--- config.mk ---
export PLATFORM = sky130hd
export DESIGN_NAME = signed_int_to_custom_radix_text
export DESIGN_NICKNAME = d
export VERILOG_FILES = /design/src/rtl/core/sitrt_pkg.sv /design/src/rtl/core/signed_int_to_custom_radix_text.sv /design/src/rtl/core/sitrt_alpha.sv /design/src/rtl/core/sitrt_div.sv /design/src/rtl/core/sitrt_digbuf.sv
export VERILOG_INCLUDE_DIRS = /design/src /design/src/rtl/core
export SDC_FILE = /design/constraint.sdc
export NUM_CORES = 2
export LEC_CHECK = 0
export ABC_AREA = 1
export BUFFER_PORTS_ARGS = -buffer_cell sky130_fd_sc_hd__buf_2
export CORE_ASPECT_RATIO = 0.5
export CORE_MARGIN = 5
export CORE_UTILIZATION = 45
export CTS_BUF_LIST = sky130_fd_sc_hd__clkbuf_8
export CTS_CLUSTER_DIAMETER = 100
export DETAILED_ROUTE_END_ITERATION = 16
export PLACE_DENSITY = 0.62
export RECOVER_POWER = 25
export SLEW_MARGIN = 20
export SYNTH_ARGS = -nofsm -noshare
export SYNTH_HDL_FRONTEND = slang
export SYNTH_SLANG_ARGS = --single-unit
--- constraint.sdc ---
create_clock -name clk_i -period 18.8 [get_ports clk_i]
set_input_delay 2.82 -clock clk_i [delete_from_list [all_inputs] [get_ports clk_i]]
set_output_delay 2.82 -clock clk_i [all_outputs]
set_load 0.05 [all_outputs]
--- src/rtl/core/signed_int_to_custom_radix_text_defines.svh ---
// Assertion macros shared by the radix text converter RTL.
// Included by files that carry concurrent checks; depends on nothing.
`ifndef SIGNED_INT_TO_CUSTOM_RADIX_TEXT_DEFINES_SVH
`define SIGNED_INT_TO_CUSTOM_RADIX_TEXT_DEFINES_SVH

// Same-cycle implication, disabled during reset.
`define SITRT_ASSERT_IMP(lbl, clk, rstn, ante, cons, msg) \
  lbl: assert property (@(posedge clk) disable iff (!rstn) (ante) |-> (cons)) \
    else $error(msg);

// Next-cycle implication, disabled during reset.
`define SITRT_ASSERT_NXT(lbl, clk, rstn, ante, cons, msg) \
  lbl: assert property (@(posedge clk) disable iff (!rstn) (ante) |=> (cons)) \
    else $error(msg);

`endif

--- src/rtl/core/sitrt_pkg.sv ---
// Shared types and constants of the radix text converter.
// No dependencies; imported by every module of the block.
`timescale 1ns / 1ps

package sitrt_pkg;

  localparam int AlphabetDepthDef = 256;
  localparam int NumberBitsDef    = 32;
  localparam int CharSpace        = 256;

  localparam logic [7:0] CharPlus  = 8'h2B;
  localparam logic [7:0] CharMinus = 8'h2D;

  typedef enum logic [1:0] {
    ActClear   = 2'd0,
    ActAppend  = 2'd1,
    ActConvert = 2'd2
  } action_e;

  typedef struct packed {
    logic [1:0]         action;
    logic [7:0]         digit_char;
    logic signed [31:0] number;
  } in_item_t;

  typedef struct packed {
    logic [7:0] out_char;
    logic       last;
    logic       error;
  } out_item_t;

  // Alphabet update command decoded from the input channel
  typedef struct packed {
    logic       clear;
    logic       append;
    logic [7:0] ch;
  } alpha_cmd_t;

endpackage

--- src/rtl/core/signed_int_to_custom_radix_text.sv ---
// Signed integer to text in a programmable radix.
// Input channel (in_valid_i / in_stall_o / in_item_i) carries one action per item:
// clear the alphabet, append one character, or convert a signed number. Output
// channel (out_valid_o / out_stall_i / out_item_o) carries characters: an
// optional '-', then the digits most significant first, last set on the final
// one. A bad or too short alphabet yields one item with error and last set.
// Clear and append produce nothing. An append is a seen-map read, then an
// update; a clear holds off input while the seen map is zeroed one entry a
// cycle. A conversion holds off input until its last character is in the
// output register; each digit comes from a bit-serial divider, and each
// character is then read back through the digit buffer read port.
// A stalled receiver holds the output register and the sequencer waits on it.
// Reset clears count and bad flag and runs the same clearing pass over the seen
// map before the first item is taken; the character memory needs no clearing.
// Depends on sitrt_pkg, the submodules sitrt_alpha, sitrt_div, sitrt_digbuf and
// the assertion header.
`timescale 1ns / 1ps
`include "signed_int_to_custom_radix_text_defines.svh"

module signed_int_to_custom_radix_text #(
  parameter int ALPHABET_DEPTH = sitrt_pkg::AlphabetDepthDef,
  parameter int NUMBER_BITS    = sitrt_pkg::NumberBitsDef
) (
  input  logic                 clk_i,
  input  logic                 rst_ni,
  input  logic                 in_valid_i,
  output logic                 in_stall_o,
  input  sitrt_pkg::in_item_t  in_item_i,
  output logic                 out_valid_o,
  input  logic                 out_stall_i,
  output sitrt_pkg::out_item_t out_item_o
);
  import sitrt_pkg::*;

  localparam int AW = (ALPHABET_DEPTH > 1) ? $clog2(ALPHABET_DEPTH) : 1;
  localparam int IW = $clog2(NUMBER_BITS);
  localparam int NW = $clog2(NUMBER_BITS + 1);

  typedef enum logic [2:0] {
    StIdle,
    StErr,
    StSign,
    StDivGo,
    StDivWt,
    StRda,
    StEmRd,
    StEmWt
  } state_e;

  state_e                 state_q;
  logic [NUMBER_BITS-1:0] mag_q;
  logic [NW-1:0]          nd_q;
  logic [IW-1:0]          idx_q;
  logic                   out_valid_q;
  out_item_t              out_q;

  logic                   in_acc, out_free, out_load;
  logic [NUMBER_BITS-1:0] num_v, mag_d;
  logic                   neg;
  alpha_cmd_t             alpha_cmd;
  logic                   alpha_rd_en;
  logic [7:0]             alpha_rd_data, alpha_cnt;
  logic                   alpha_bad, alpha_busy;
  logic                   div_start, div_done;
  logic [NUMBER_BITS-1:0] div_quot;
  logic [7:0]             div_rem;
  logic                   db_wr_en, db_rd_en;
  logic [7:0]             db_rd_data;

  // Handshake and decode
  always_comb begin
    in_stall_o = (state_q != StIdle) || alpha_busy;
    in_acc     = in_valid_i && !in_stall_o;
    out_free   = !out_valid_q || !out_stall_i;
    out_load   = out_free &&
                 ((state_q == StErr) || (state_q == StSign) || (state_q == StEmWt));
    num_v      = NUMBER_BITS'(in_item_i.number);
    neg        = num_v[NUMBER_BITS-1];
    mag_d      = neg ? (~num_v + NUMBER_BITS'(1)) : num_v;

    alpha_cmd.clear  = in_acc && (in_item_i.action == ActClear);
    alpha_cmd.append = in_acc && (in_item_i.action == ActAppend);
    alpha_cmd.ch     = in_item_i.digit_char;

    div_start   = (state_q == StDivGo);
    alpha_rd_en = (state_q == StDivWt) && div_done;
    db_wr_en    = (state_q == StRda);
    db_rd_en    = (state_q == StEmRd);
  end

  sitrt_alpha #(
    .ALPHABET_DEPTH(ALPHABET_DEPTH)
  ) u_alpha (
    .clk_i    (clk_i),
    .rst_ni   (rst_ni),
    .cmd_i    (alpha_cmd),
    .rd_en_i  (alpha_rd_en),
    .rd_addr_i(div_rem[AW-1:0]),
    .rd_data_o(alpha_rd_data),
    .count_o  (alpha_cnt),
    .bad_o    (alpha_bad),
    .busy_o   (alpha_busy)
  );

  sitrt_div #(
    .NUMBER_BITS(NUMBER_BITS)
  ) u_div (
    .clk_i     (clk_i),
    .rst_ni    (rst_ni),
    .start_i   (div_start),
    .dividend_i(mag_q),
    .divisor_i (alpha_cnt),
    .done_o    (div_done),
    .quot_o    (div_quot),
    .rem_o     (div_rem)
  );

  sitrt_digbuf #(
    .NUMBER_BITS(NUMBER_BITS)
  ) u_digbuf (
    .clk_i    (clk_i),
    .wr_en_i  (db_wr_en),
    .wr_addr_i(nd_q[IW-1:0]),
    .wr_data_i(alpha_rd_data),
    .rd_en_i  (db_rd_en),
    .rd_addr_i(idx_q),
    .rd_data_o(db_rd_data)
  );

  // Conversion sequencer and output register
  always_ff @(posedge clk_i or negedge rst_ni) begin
    if (!rst_ni) begin
      state_q     <= StIdle;
      out_valid_q <= 1'b0;
      nd_q        <= '0;
      idx_q       <= '0;
      mag_q       <= '0;
      out_q       <= '0;
    end else begin
      if (out_load) begin
        out_valid_q <= 1'b1;
      end else if (!out_stall_i) begin
        out_valid_q <= 1'b0;
      end
      unique case (state_q)
        StIdle: begin
          if (in_acc && (in_item_i.action == ActConvert)) begin
            mag_q <= mag_d;
            nd_q  <= '0;
            if (alpha_bad || (alpha_cnt < 8'd2)) begin
              state_q <= StErr;
            end else if (neg) begin
              state_q <= StSign;
            end else begin
              state_q <= StDivGo;
            end
          end
        end
        StErr: begin
          if (out_free) begin
            out_q   <= '{out_char: 8'd0, last: 1'b1, error: 1'b1};
            state_q <= StIdle;
          end
        end
        StSign: begin
          if (out_free) begin
            out_q   <= '{out_char: CharMinus, last: 1'b0, error: 1'b0};
            state_q <= StDivGo;
          end
        end
        StDivGo: begin
          state_q <= StDivWt;
        end
        StDivWt: begin
          if (div_done) begin
            mag_q   <= div_quot;
            state_q <= StRda;
          end
        end
        StRda: begin
          // digit written this cycle at nd_q
          nd_q <= nd_q + NW'(1);
          if (mag_q != '0) begin
            state_q <= StDivGo;
          end else begin
            idx_q   <= nd_q[IW-1:0];
            state_q <= StEmRd;
          end
        end
        StEmRd: begin
          state_q <= StEmWt;
        end
        StEmWt: begin
          if (out_free) begin
            out_q <= '{out_char: db_rd_data, last: (idx_q == '0), error: 1'b0};
            if (idx_q == '0) begin
              state_q <= StIdle;
            end else begin
              idx_q   <= idx_q - IW'(1);
              state_q <= StEmRd;
            end
          end
        end
        default: begin
          state_q <= StIdle;
        end
      endcase
    end
  end

  assign out_valid_o = out_valid_q;
  assign out_item_o  = out_q;

  // Checks
  `SITRT_ASSERT_IMP(a_err_last, clk_i, rst_ni, out_valid_q && out_q.error, out_q.last, "error not last")
  `SITRT_ASSERT_IMP(a_nd_range, clk_i, rst_ni, 1'b1, nd_q <= NW'(NUMBER_BITS), "digit count overflow")
  `SITRT_ASSERT_IMP(a_div_state, clk_i, rst_ni, div_done, state_q == StDivWt, "stray divider done")
  `SITRT_ASSERT_NXT(a_rd_then_wr, clk_i, rst_ni, alpha_rd_en, state_q == StRda, "alphabet read lost")

endmodule

--- src/rtl/core/sitrt_alpha.sv ---
// Digit alphabet store: character memory, seen-byte memory, count and bad flag.
// Depends on sitrt_pkg.
`timescale 1ns / 1ps

module sitrt_alpha #(
  parameter int ALPHABET_DEPTH = sitrt_pkg::AlphabetDepthDef,
  localparam int AW = (ALPHABET_DEPTH > 1) ? $clog2(ALPHABET_DEPTH) : 1
) (
  input  logic                  clk_i,
  input  logic                  rst_ni,
  input  sitrt_pkg::alpha_cmd_t cmd_i,
  input  logic                  rd_en_i,
  input  logic [AW-1:0]         rd_addr_i,
  output logic [7:0]            rd_data_o,
  output logic [7:0]            count_o,
  output logic                  bad_o,
  output logic                  busy_o
);
  import sitrt_pkg::*;

  // Count saturates at the smaller of depth and 255
  localparam logic [7:0] CntMax = 8'((ALPHABET_DEPTH < 255) ? ALPHABET_DEPTH : 255);
  // Last address of the seen-map clearing pass
  localparam logic [7:0] WipeLast = 8'(CharSpace - 1);

  typedef enum logic [1:0] {
    AlIdle,
    AlCheck,
    AlWipe
  } state_e;

  logic [7:0] mem_q [ALPHABET_DEPTH];
  logic [7:0] rd_data_q;
  logic       seen_q [CharSpace];
  logic       seen_rd_q;
  state_e     state_q;
  logic [7:0] ch_q;
  logic [7:0] wipe_q;
  logic [7:0] count_q;
  logic       bad_q;

  logic       is_sign, is_full, do_store, do_reject;
  logic       seen_rd_en, seen_we, seen_wd;
  logic [7:0] seen_wa;

  // Append classification, in the cycle after the seen-map read
  always_comb begin
    is_sign    = (ch_q == CharPlus) || (ch_q == CharMinus);
    is_full    = (count_q == CntMax);
    do_reject  = (state_q == AlCheck) && (is_sign || seen_rd_q || is_full);
    do_store   = (state_q == AlCheck) && !is_sign && !seen_rd_q && !is_full;
    seen_rd_en = (state_q == AlIdle) && cmd_i.append && (cmd_i.ch != 8'd0);
    seen_we    = do_store || (state_q == AlWipe);
    seen_wa    = (state_q == AlWipe) ? wipe_q : ch_q;
    seen_wd    = do_store;
  end

  // Control state: sequencing, count, bad flag, clearing pass address
  always_ff @(posedge clk_i or negedge rst_ni) begin
    if (!rst_ni) begin
      state_q <= AlWipe;
      ch_q    <= '0;
      wipe_q  <= '0;
      count_q <= '0;
      bad_q   <= 1'b0;
    end else begin
      unique case (state_q)
        AlIdle: begin
          if (cmd_i.clear) begin
            count_q <= '0;
            bad_q   <= 1'b0;
            wipe_q  <= '0;
            state_q <= AlWipe;
          end else if (seen_rd_en) begin
            ch_q    <= cmd_i.ch;
            state_q <= AlCheck;
          end
        end
        AlCheck: begin
          if (do_reject) begin
            bad_q <= 1'b1;
          end
          if (do_store) begin
            count_q <= count_q + 8'd1;
          end
          state_q <= AlIdle;
        end
        AlWipe: begin
          // one seen-map entry zeroed per cycle
          wipe_q <= wipe_q + 8'd1;
          if (wipe_q == WipeLast) begin
            state_q <= AlIdle;
          end
        end
        default: begin
          state_q <= AlIdle;
        end
      endcase
    end
  end

  // Character memory, one write and one registered read port
  always_ff @(posedge clk_i) begin
    if (do_store) begin
      mem_q[count_q[AW-1:0]] <= ch_q;
    end
    if (rd_en_i) begin
      rd_data_q <= mem_q[rd_addr_i];
    end
  end

  // Seen-byte memory, one write and one registered read port
  always_ff @(posedge clk_i) begin
    if (seen_we) begin
      seen_q[seen_wa] <= seen_wd;
    end
    if (seen_rd_en) begin
      seen_rd_q <= seen_q[cmd_i.ch];
    end
  end

  assign rd_data_o = rd_data_q;
  assign count_o   = count_q;
  assign bad_o     = bad_q;
  assign busy_o    = (state_q != AlIdle);

endmodule

--- src/rtl/core/sitrt_div.sv ---
// Bit-serial restoring divider: magnitude by an 8-bit base, one bit a cycle.
// Depends on sitrt_pkg.
`timescale 1ns / 1ps

module sitrt_div #(
  parameter int NUMBER_BITS = sitrt_pkg::NumberBitsDef
) (
  input  logic                   clk_i,
  input  logic                   rst_ni,
  input  logic                   start_i,
  input  logic [NUMBER_BITS-1:0] dividend_i,
  input  logic [7:0]             divisor_i,
  output logic                   done_o,
  output logic [NUMBER_BITS-1:0] quot_o,
  output logic [7:0]             rem_o
);
  import sitrt_pkg::*;

  localparam int CW = $clog2(NUMBER_BITS + 1);

  logic [NUMBER_BITS-1:0] q_q, q_d;
  logic [7:0]             r_q, r_d;
  logic [CW-1:0]          cnt_q;
  logic                   busy_q, done_q;

  logic [8:0] r_try;
  logic [7:0] r_sub;
  logic       ge;

  // One restoring step
  always_comb begin
    r_try = {r_q, q_q[NUMBER_BITS-1]};
    ge    = (r_try >= {1'b0, divisor_i});
    r_sub = r_try[7:0] - divisor_i;
    r_d   = ge ? r_sub : r_try[7:0];
    q_d   = {q_q[NUMBER_BITS-2:0], ge};
  end

  // Step counter and handshake
  always_ff @(posedge clk_i or negedge rst_ni) begin
    if (!rst_ni) begin
      cnt_q  <= '0;
      busy_q <= 1'b0;
      done_q <= 1'b0;
    end else if (start_i) begin
      cnt_q  <= CW'(NUMBER_BITS);
      busy_q <= 1'b1;
      done_q <= 1'b0;
    end else if (busy_q) begin
      cnt_q <= cnt_q - CW'(1);
      if (cnt_q == CW'(1)) begin
        busy_q <= 1'b0;
        done_q <= 1'b1;
      end
    end else begin
      done_q <= 1'b0;
    end
  end

  // Datapath
  always_ff @(posedge clk_i) begin
    if (start_i) begin
      q_q <= dividend_i;
      r_q <= '0;
    end else if (busy_q) begin
      q_q <= q_d;
      r_q <= r_d;
    end
  end

  assign done_o = done_q;
  assign quot_o = q_q;
  assign rem_o  = r_q;

endmodule

--- src/rtl/core/sitrt_digbuf.sv ---
// Digit buffer memory: digits of one conversion, least significant first.
// Depends on sitrt_pkg.
`timescale 1ns / 1ps

module sitrt_digbuf #(
  parameter int NUMBER_BITS = sitrt_pkg::NumberBitsDef,
  localparam int IW = $clog2(NUMBER_BITS)
) (
  input  logic          clk_i,
  input  logic          wr_en_i,
  input  logic [IW-1:0] wr_addr_i,
  input  logic [7:0]    wr_data_i,
  input  logic          rd_en_i,
  input  logic [IW-1:0] rd_addr_i,
  output logic [7:0]    rd_data_o
);
  import sitrt_pkg::*;

  logic [7:0] mem_q [NUMBER_BITS];
  logic [7:0] rd_data_q;

  // One write port, one registered read port
  always_ff @(posedge clk_i) begin
    if (wr_en_i) begin
      mem_q[wr_addr_i] <= wr_data_i;
    end
    if (rd_en_i) begin
      rd_data_q <= mem_q[rd_addr_i];
    end
  end

  assign rd_data_o = rd_data_q;

endmodule
## Yosys cells after proc, flatten, opt, wreduce, memory -nomap -nowiden

Memory sizes are Yosys's and may differ from the RTL's. A register that Yosys moved wholly into a read port is not among the register bits.
Cells that the tools add are included.
Widths: inputs -> output; s select.

- $lt $le $gt $ge: 2
- Bitwise operators: 2
- Multiplexer cells: 55
- Add/subtract/negate cells: 7
- Reductions and logical operators: 52
- Equal/unequal tests: 30

Operators with widths:

| operator | count |
|---|---|
| $mux 32 | 5 |
| $pmux 32 s2 | 1 |
| $add 32x1->32 const B | 1 |
| $mux 8 | 4 |
| $not 32->32 | 1 |
| $pmux 8 s2 | 2 |
| $reduce_bool 32->1 | 1 |
| $mux 10 | 3 |
| $pmux 10 s3 | 1 |
| $pmux 3 s8 | 1 |
| $mux 3 | 7 |
| $mux 6 | 3 |
| $mux 1 | 17 |
| $add 8x1->8 const B | 2 |
| $eq 8x6->1 const B | 2 |
| $eq 8x8->1 const B | 2 |
| $ne 2x2->1 const B | 8 |
| $mux 5 | 3 |
| $reduce_bool 2->1 | 7 |
| $eq 3x3->1 const B | 4 |
| $logic_and 1x1->1 | 12 |
| $pmux 6 s2 | 1 |
| $reduce_and 3->1 | 4 |
| $pmux 5 s2 | 1 |
| 28 further kinds | 55 |

- RAM bits: 2560
- Register bits after elaboration: 132
- Word-level logic and storage cells: 169
- Input port bits: 46
- Output and inout bits: 12
- Memories kept: 3

Memories:

| name | words | bits a word | read ports | clocked after Yosys merged registers in | write ports | line | text |
|---|---|---|---|---|---|---|---|
| u_alpha.mem_q | 256 | 8 | 1 | 1 | 1 | sitrt_alpha.sv:32 | `logic [7:0] mem_q [ALPHABET_DEPTH];` |
| u_alpha.seen_q | 256 | 1 | 1 | 1 | 1 | sitrt_alpha.sv:34 | `logic seen_q [CharSpace];` |
| u_digbuf.mem_q | 32 | 8 | 1 | 1 | 1 | sitrt_digbuf.sv:19 | `logic [7:0] mem_q [NUMBER_BITS];` |

## Logic depth before layout (Yosys ltp)

- Word-level depth: 10
- Depth in mapped cells: 15

## Modules after synthesis

A second synthesis with hierarchy kept.

- Cells, all modules: 10251
- Area total of the unflattened synthesis: 113684.0 µm²

By module, submodules not included:

| module | times used | area an instance (µm²) | cells an instance |
|---|---|---|---|
| sitrt_alpha | 1 | 96173.5 | 8368 |
| sitrt_digbuf | 1 | 10866.7 | 922 |
| signed_int_to_custom_radix_text | 1 | 4040.1 | 658 |
| sitrt_div | 1 | 2603.7 | 303 |

## Worst setup path after synthesis

Ideal clock, no wire load.

- Kind: reg-to-reg
- Start: register u_alpha.ch_q[2]
- End: memory u_alpha.mem_q[182][0] (enable)
- Data required time: 18.430 ns
- Stages on the path, launching flop included: 9
- Arrival time: 5.598 ns
- Setup slack: 12.832 ns
- Library setup time: 0.370 ns
- Path buffers: 2
- Clock period less this slack: 5.968 ns
- Path through: dfrtp_1 a21oi_1 nand3_1 nand2_2 inv_2 buf_6 nand4_2 buf_4 nor2_1

- Longest elaborated chain between the ends: 8
- Elaborated cells on any way between the ends: 9
- Those cells by class: eq/ne (2); mux (2); reduce/logical (5)

Ends and longest elaborated chain:

| element | line | text |
|---|---|---|
| start, declared | sitrt_alpha.sv:37 | `logic [7:0] ch_q;` |
| start signal, assigned | sitrt_alpha.sv:75 | `ch_q <= cmd_i.ch;` |
| $eq 8x6->1 | sitrt_alpha.sv:48 | `is_sign = (ch_q == CharPlus) \|\| (ch_q == CharMinus);` |
| $logic_or 1x1->1 * | sitrt_alpha.sv:48 |  |
| $logic_not 1->1 * | sitrt_alpha.sv:51 | `do_store = (state_q == AlCheck) && !is_sign && !seen_rd_q && !is_full;` |
| $logic_and 1x1->1 * (3 in series) | sitrt_alpha.sv:51 |  |
| via u_alpha.do_store | sitrt_alpha.sv:42 | `logic is_sign, is_full, do_store, do_reject;` |
| $mux 1 * | sitrt_alpha.sv:104 | `if (do_store) begin` |
| $mux 1 (implied by the code) * | sitrt_alpha.sv:105 | `mem_q[count_q[AW-1:0]] <= ch_q;` |
| end, declared | sitrt_alpha.sv:32 |  |

Mark *: on every way through the listed nets, which the timed path passes. The rest lies on a longest branch.

## Worst setup path after layout

- Start: register u_alpha.ch_q[2]
- End: memory u_alpha.mem_q[48][2], data pin

No word-level cell before the write port.

==> metrics.txt <==
Worst Setup Start Kind register; final design utilization 49.3%; 1st-iter DRT viols 9,428; top cell type's share of synthesized area 69.5%; placed wire-length estimate 172,000 um; total routed wirelength 311,000 um; gr usage total 23.1%; CP bufs+invs 1; area delta synth->final 8.67%; Hold Vio Cnt, Final 0; Post-Synth Adder-Cell Area 0.262%; port buffer count 57; Reg clk slew, reported paths 70 ps; required time of the critical path 18,200 ps; P per Cell Area 90.2 mW/mm2; CP max FO 184; post-CTS sizing 0; flops & latches, synth 2,708; CTS tree done; RePlAce Congestion 0.859; Post-CTS Hold Fix Bufs 0; post-route minimum period 10,490 ps; vias per cell 5.66; H-tree Lvls 5; peak per-stage delay on the critical path 6350 ps; outcome finished with violations; RSZ-0062 raised after global routing no; largest net degree at the start of global routing 190; post-synthesis sequential area ratio 71.7%; Setup TNS 0 ps; dominant cells by area after synthesis edfxtp_1, nand3_1, nand2_1, nor2_1, dfrtp_1; Synth Area in Compound Gates 2.52%; grt total ovfl 0; most area-hungry cell type in the Yosys netlist edfxtp_1; most common cell after layout, fill and taps aside nand2_1; Layout Cells excl Fill 13.5k; mux share of post-synthesis cell area 0.0944%; Simple-Gate Fraction of Synth Area 22.2%; worst ir drop on vdd 0.0485 mV; CTS root buf clkbuf_8; Relative slew margins -507%; clk sinks 2,708; die area 0.261 mm2; Critical Path AT 9890 ps; fin. max-slew vios 1,633; Worst setup EP type register; Final setup viols 0; Final Net Count 9,907; placed cell count 12.8k; Max Root-Sink Buffers 4; Routed Antenna Nets 0; Synth Area in XOR/XNOR 0.140%; layout cell share with drive strength beyond 1 7.25%; total power draw 11,000 uW; Die Span X 718 um; Synth Area per Inst 11.4 um2; Setup Fix Bufs, Post-CTS 0; global-route wire length before repair 463,000 um; cell leakage power 0.0416 uW; hold crit path type register to register; Netlist cell types 62; number of synthesized flops with an enable pin 2,609; fin crit share 55.8%; drt drc 0; fillers 22.1k; antenna violations before repair 12; most frequent cells in the layout nand2_1, edfxtp_1, nand3_1; largest family of logic cells by synthesized area simple AND/OR/NAND/NOR gates; vias in the first global route 71.7k; Slowest-stage cell, CP clkbuf_1; Tightest Pin Transition 9100 ps; Placeable Area 0.248 mm2; IO Pins 58; clk_lat worst skew 990 ps; Initial Utilization 45.4%; failing checks capacitance limit, slew limit; synthesized instance count 9,922; Cell Rows 129; Mapped Area 0.113 mm2; die height 364 um; class of the most critical setup path register to register; wire per inst 23.0 um; CP Cell Sequence clkbuf_1; Synth warnings 0; CP top delay family buffers and inverters; Via Count 76.3k; Setup Skew 97.1 ps; Synth Flop Type edfxtp_1; 1st-pass router iterations 8; worst hold slack 490 ps; maxcap violations 27; TritonCTS Buffers 382; asr flop ratio synth 3.36%; max frequency 95.3 MHz
cells by family after synthesis:
logic type | after synthesis
AO/OA/AOI/OAI | 507
XOR/XNOR | 18
adder cells (fa/ha/maj) | 23
buffers and inverters | 838
flip-flops | 2708
multiplexers | 10
other | 1
AND/OR/NAND/NOR | 5817
per-stage QoR:
stage / area [um2] / worst slack (ps)
floorplan: 113000 / 12830
global placement: 116000 / 12500
detailed placement: 116000 / 12480
CTS: 123000 / 13360
global route: 122000 / 7720
finish: 122000 / 8310
metal layers:
metal | vias to the layer above | global-route usage, % | part of all wire (%)
met1 | 37467 | 33.4 | 42
met3 | 571 | 4.35 | 9.2
met5 | - | 0 | 0
met4 | 0 | 7.60 | 3.2
met2 | 3440 | 35.4 | 45
li1 | 34808 | - | -
where the power goes:
group,internal [uW],switching [uW]
registers,6510,0.117
clock network,2150,2290
logic,23.6,58.3
total,8690,2350
registers in the layout, indices dropped and copies added (netlist names), 2 cells and up:
name	count
idx_q	5
mag_q	32
nd_q	5
out_item_o	10
state_q	3
u_alpha.ch_q	8
u_alpha.count_o	8
u_alpha.mem_q	2048
u_alpha.rd_data_o	8
u_alpha.seen_q	256
u_alpha.state_q	2
u_alpha.wipe_q	8
u_digbuf.mem_q	256
u_digbuf.rd_data_o	8
u_div.cnt_q	6
u_div.quot_o	32
u_div.rem_o	8
layout make-up:
type	instances	area, um2	area share, %
clock buffer	395	5440	4.44
sequential	2708	80800	66.0
multi-input combinational	6383	28500	23.3
timing repair buffer	172	1140	0.935
clock inverter	277	1560	1.27
antenna	11	27.5	0.0225
tap	3340	4180	3.41
inverter	191	756	0.617
cell usage after synthesis (all sizes together) (2+ instances only):
library cell,count
a21boi,3
clkbuf,348
o221ai,13
buf,299
ha,22
nand3,2240
dfrtp,90
mux2,5
a21oi,92
mux2i,5
o21ai,288
a22o,4
nor2,800
nor3,19
a31oi,4
a211oi,2
xor2,15
clkinv,10
or2,5
o2111ai,2
dfxtp,8
nand2,2722
o31ai,2
inv,181
nand4,21
o32ai,2
edfxtp,2609
o211ai,24
xnor2,3
o22ai,65
o21a,2
nor4,6
path summary, 6_finish.rpt:
| kind | start | slack [ps] | cells after the start | to |
|---|---|---|---|---|
| setup / recovery | u_alpha.ch_q[2] | 8310 | 1 | u_alpha.mem_q[48][2] |
| hold / removal | out_item_o[2] | 490 | 2 | out_item_o[2] |
| setup reg to reg | u_alpha.ch_q[2] | 8310 | 1 | u_alpha.mem_q[48][2] |
| hold reg to reg | out_item_o[2] | 490 | 2 | out_item_o[2] |
| max in group asynchronous | rst_ni | 15630 | 2 | u_alpha.state_q[0] |
| min in group asynchronous | rst_ni | 1840 | 1 | mag_q[9] |
(Power assumes the default switching activity.)
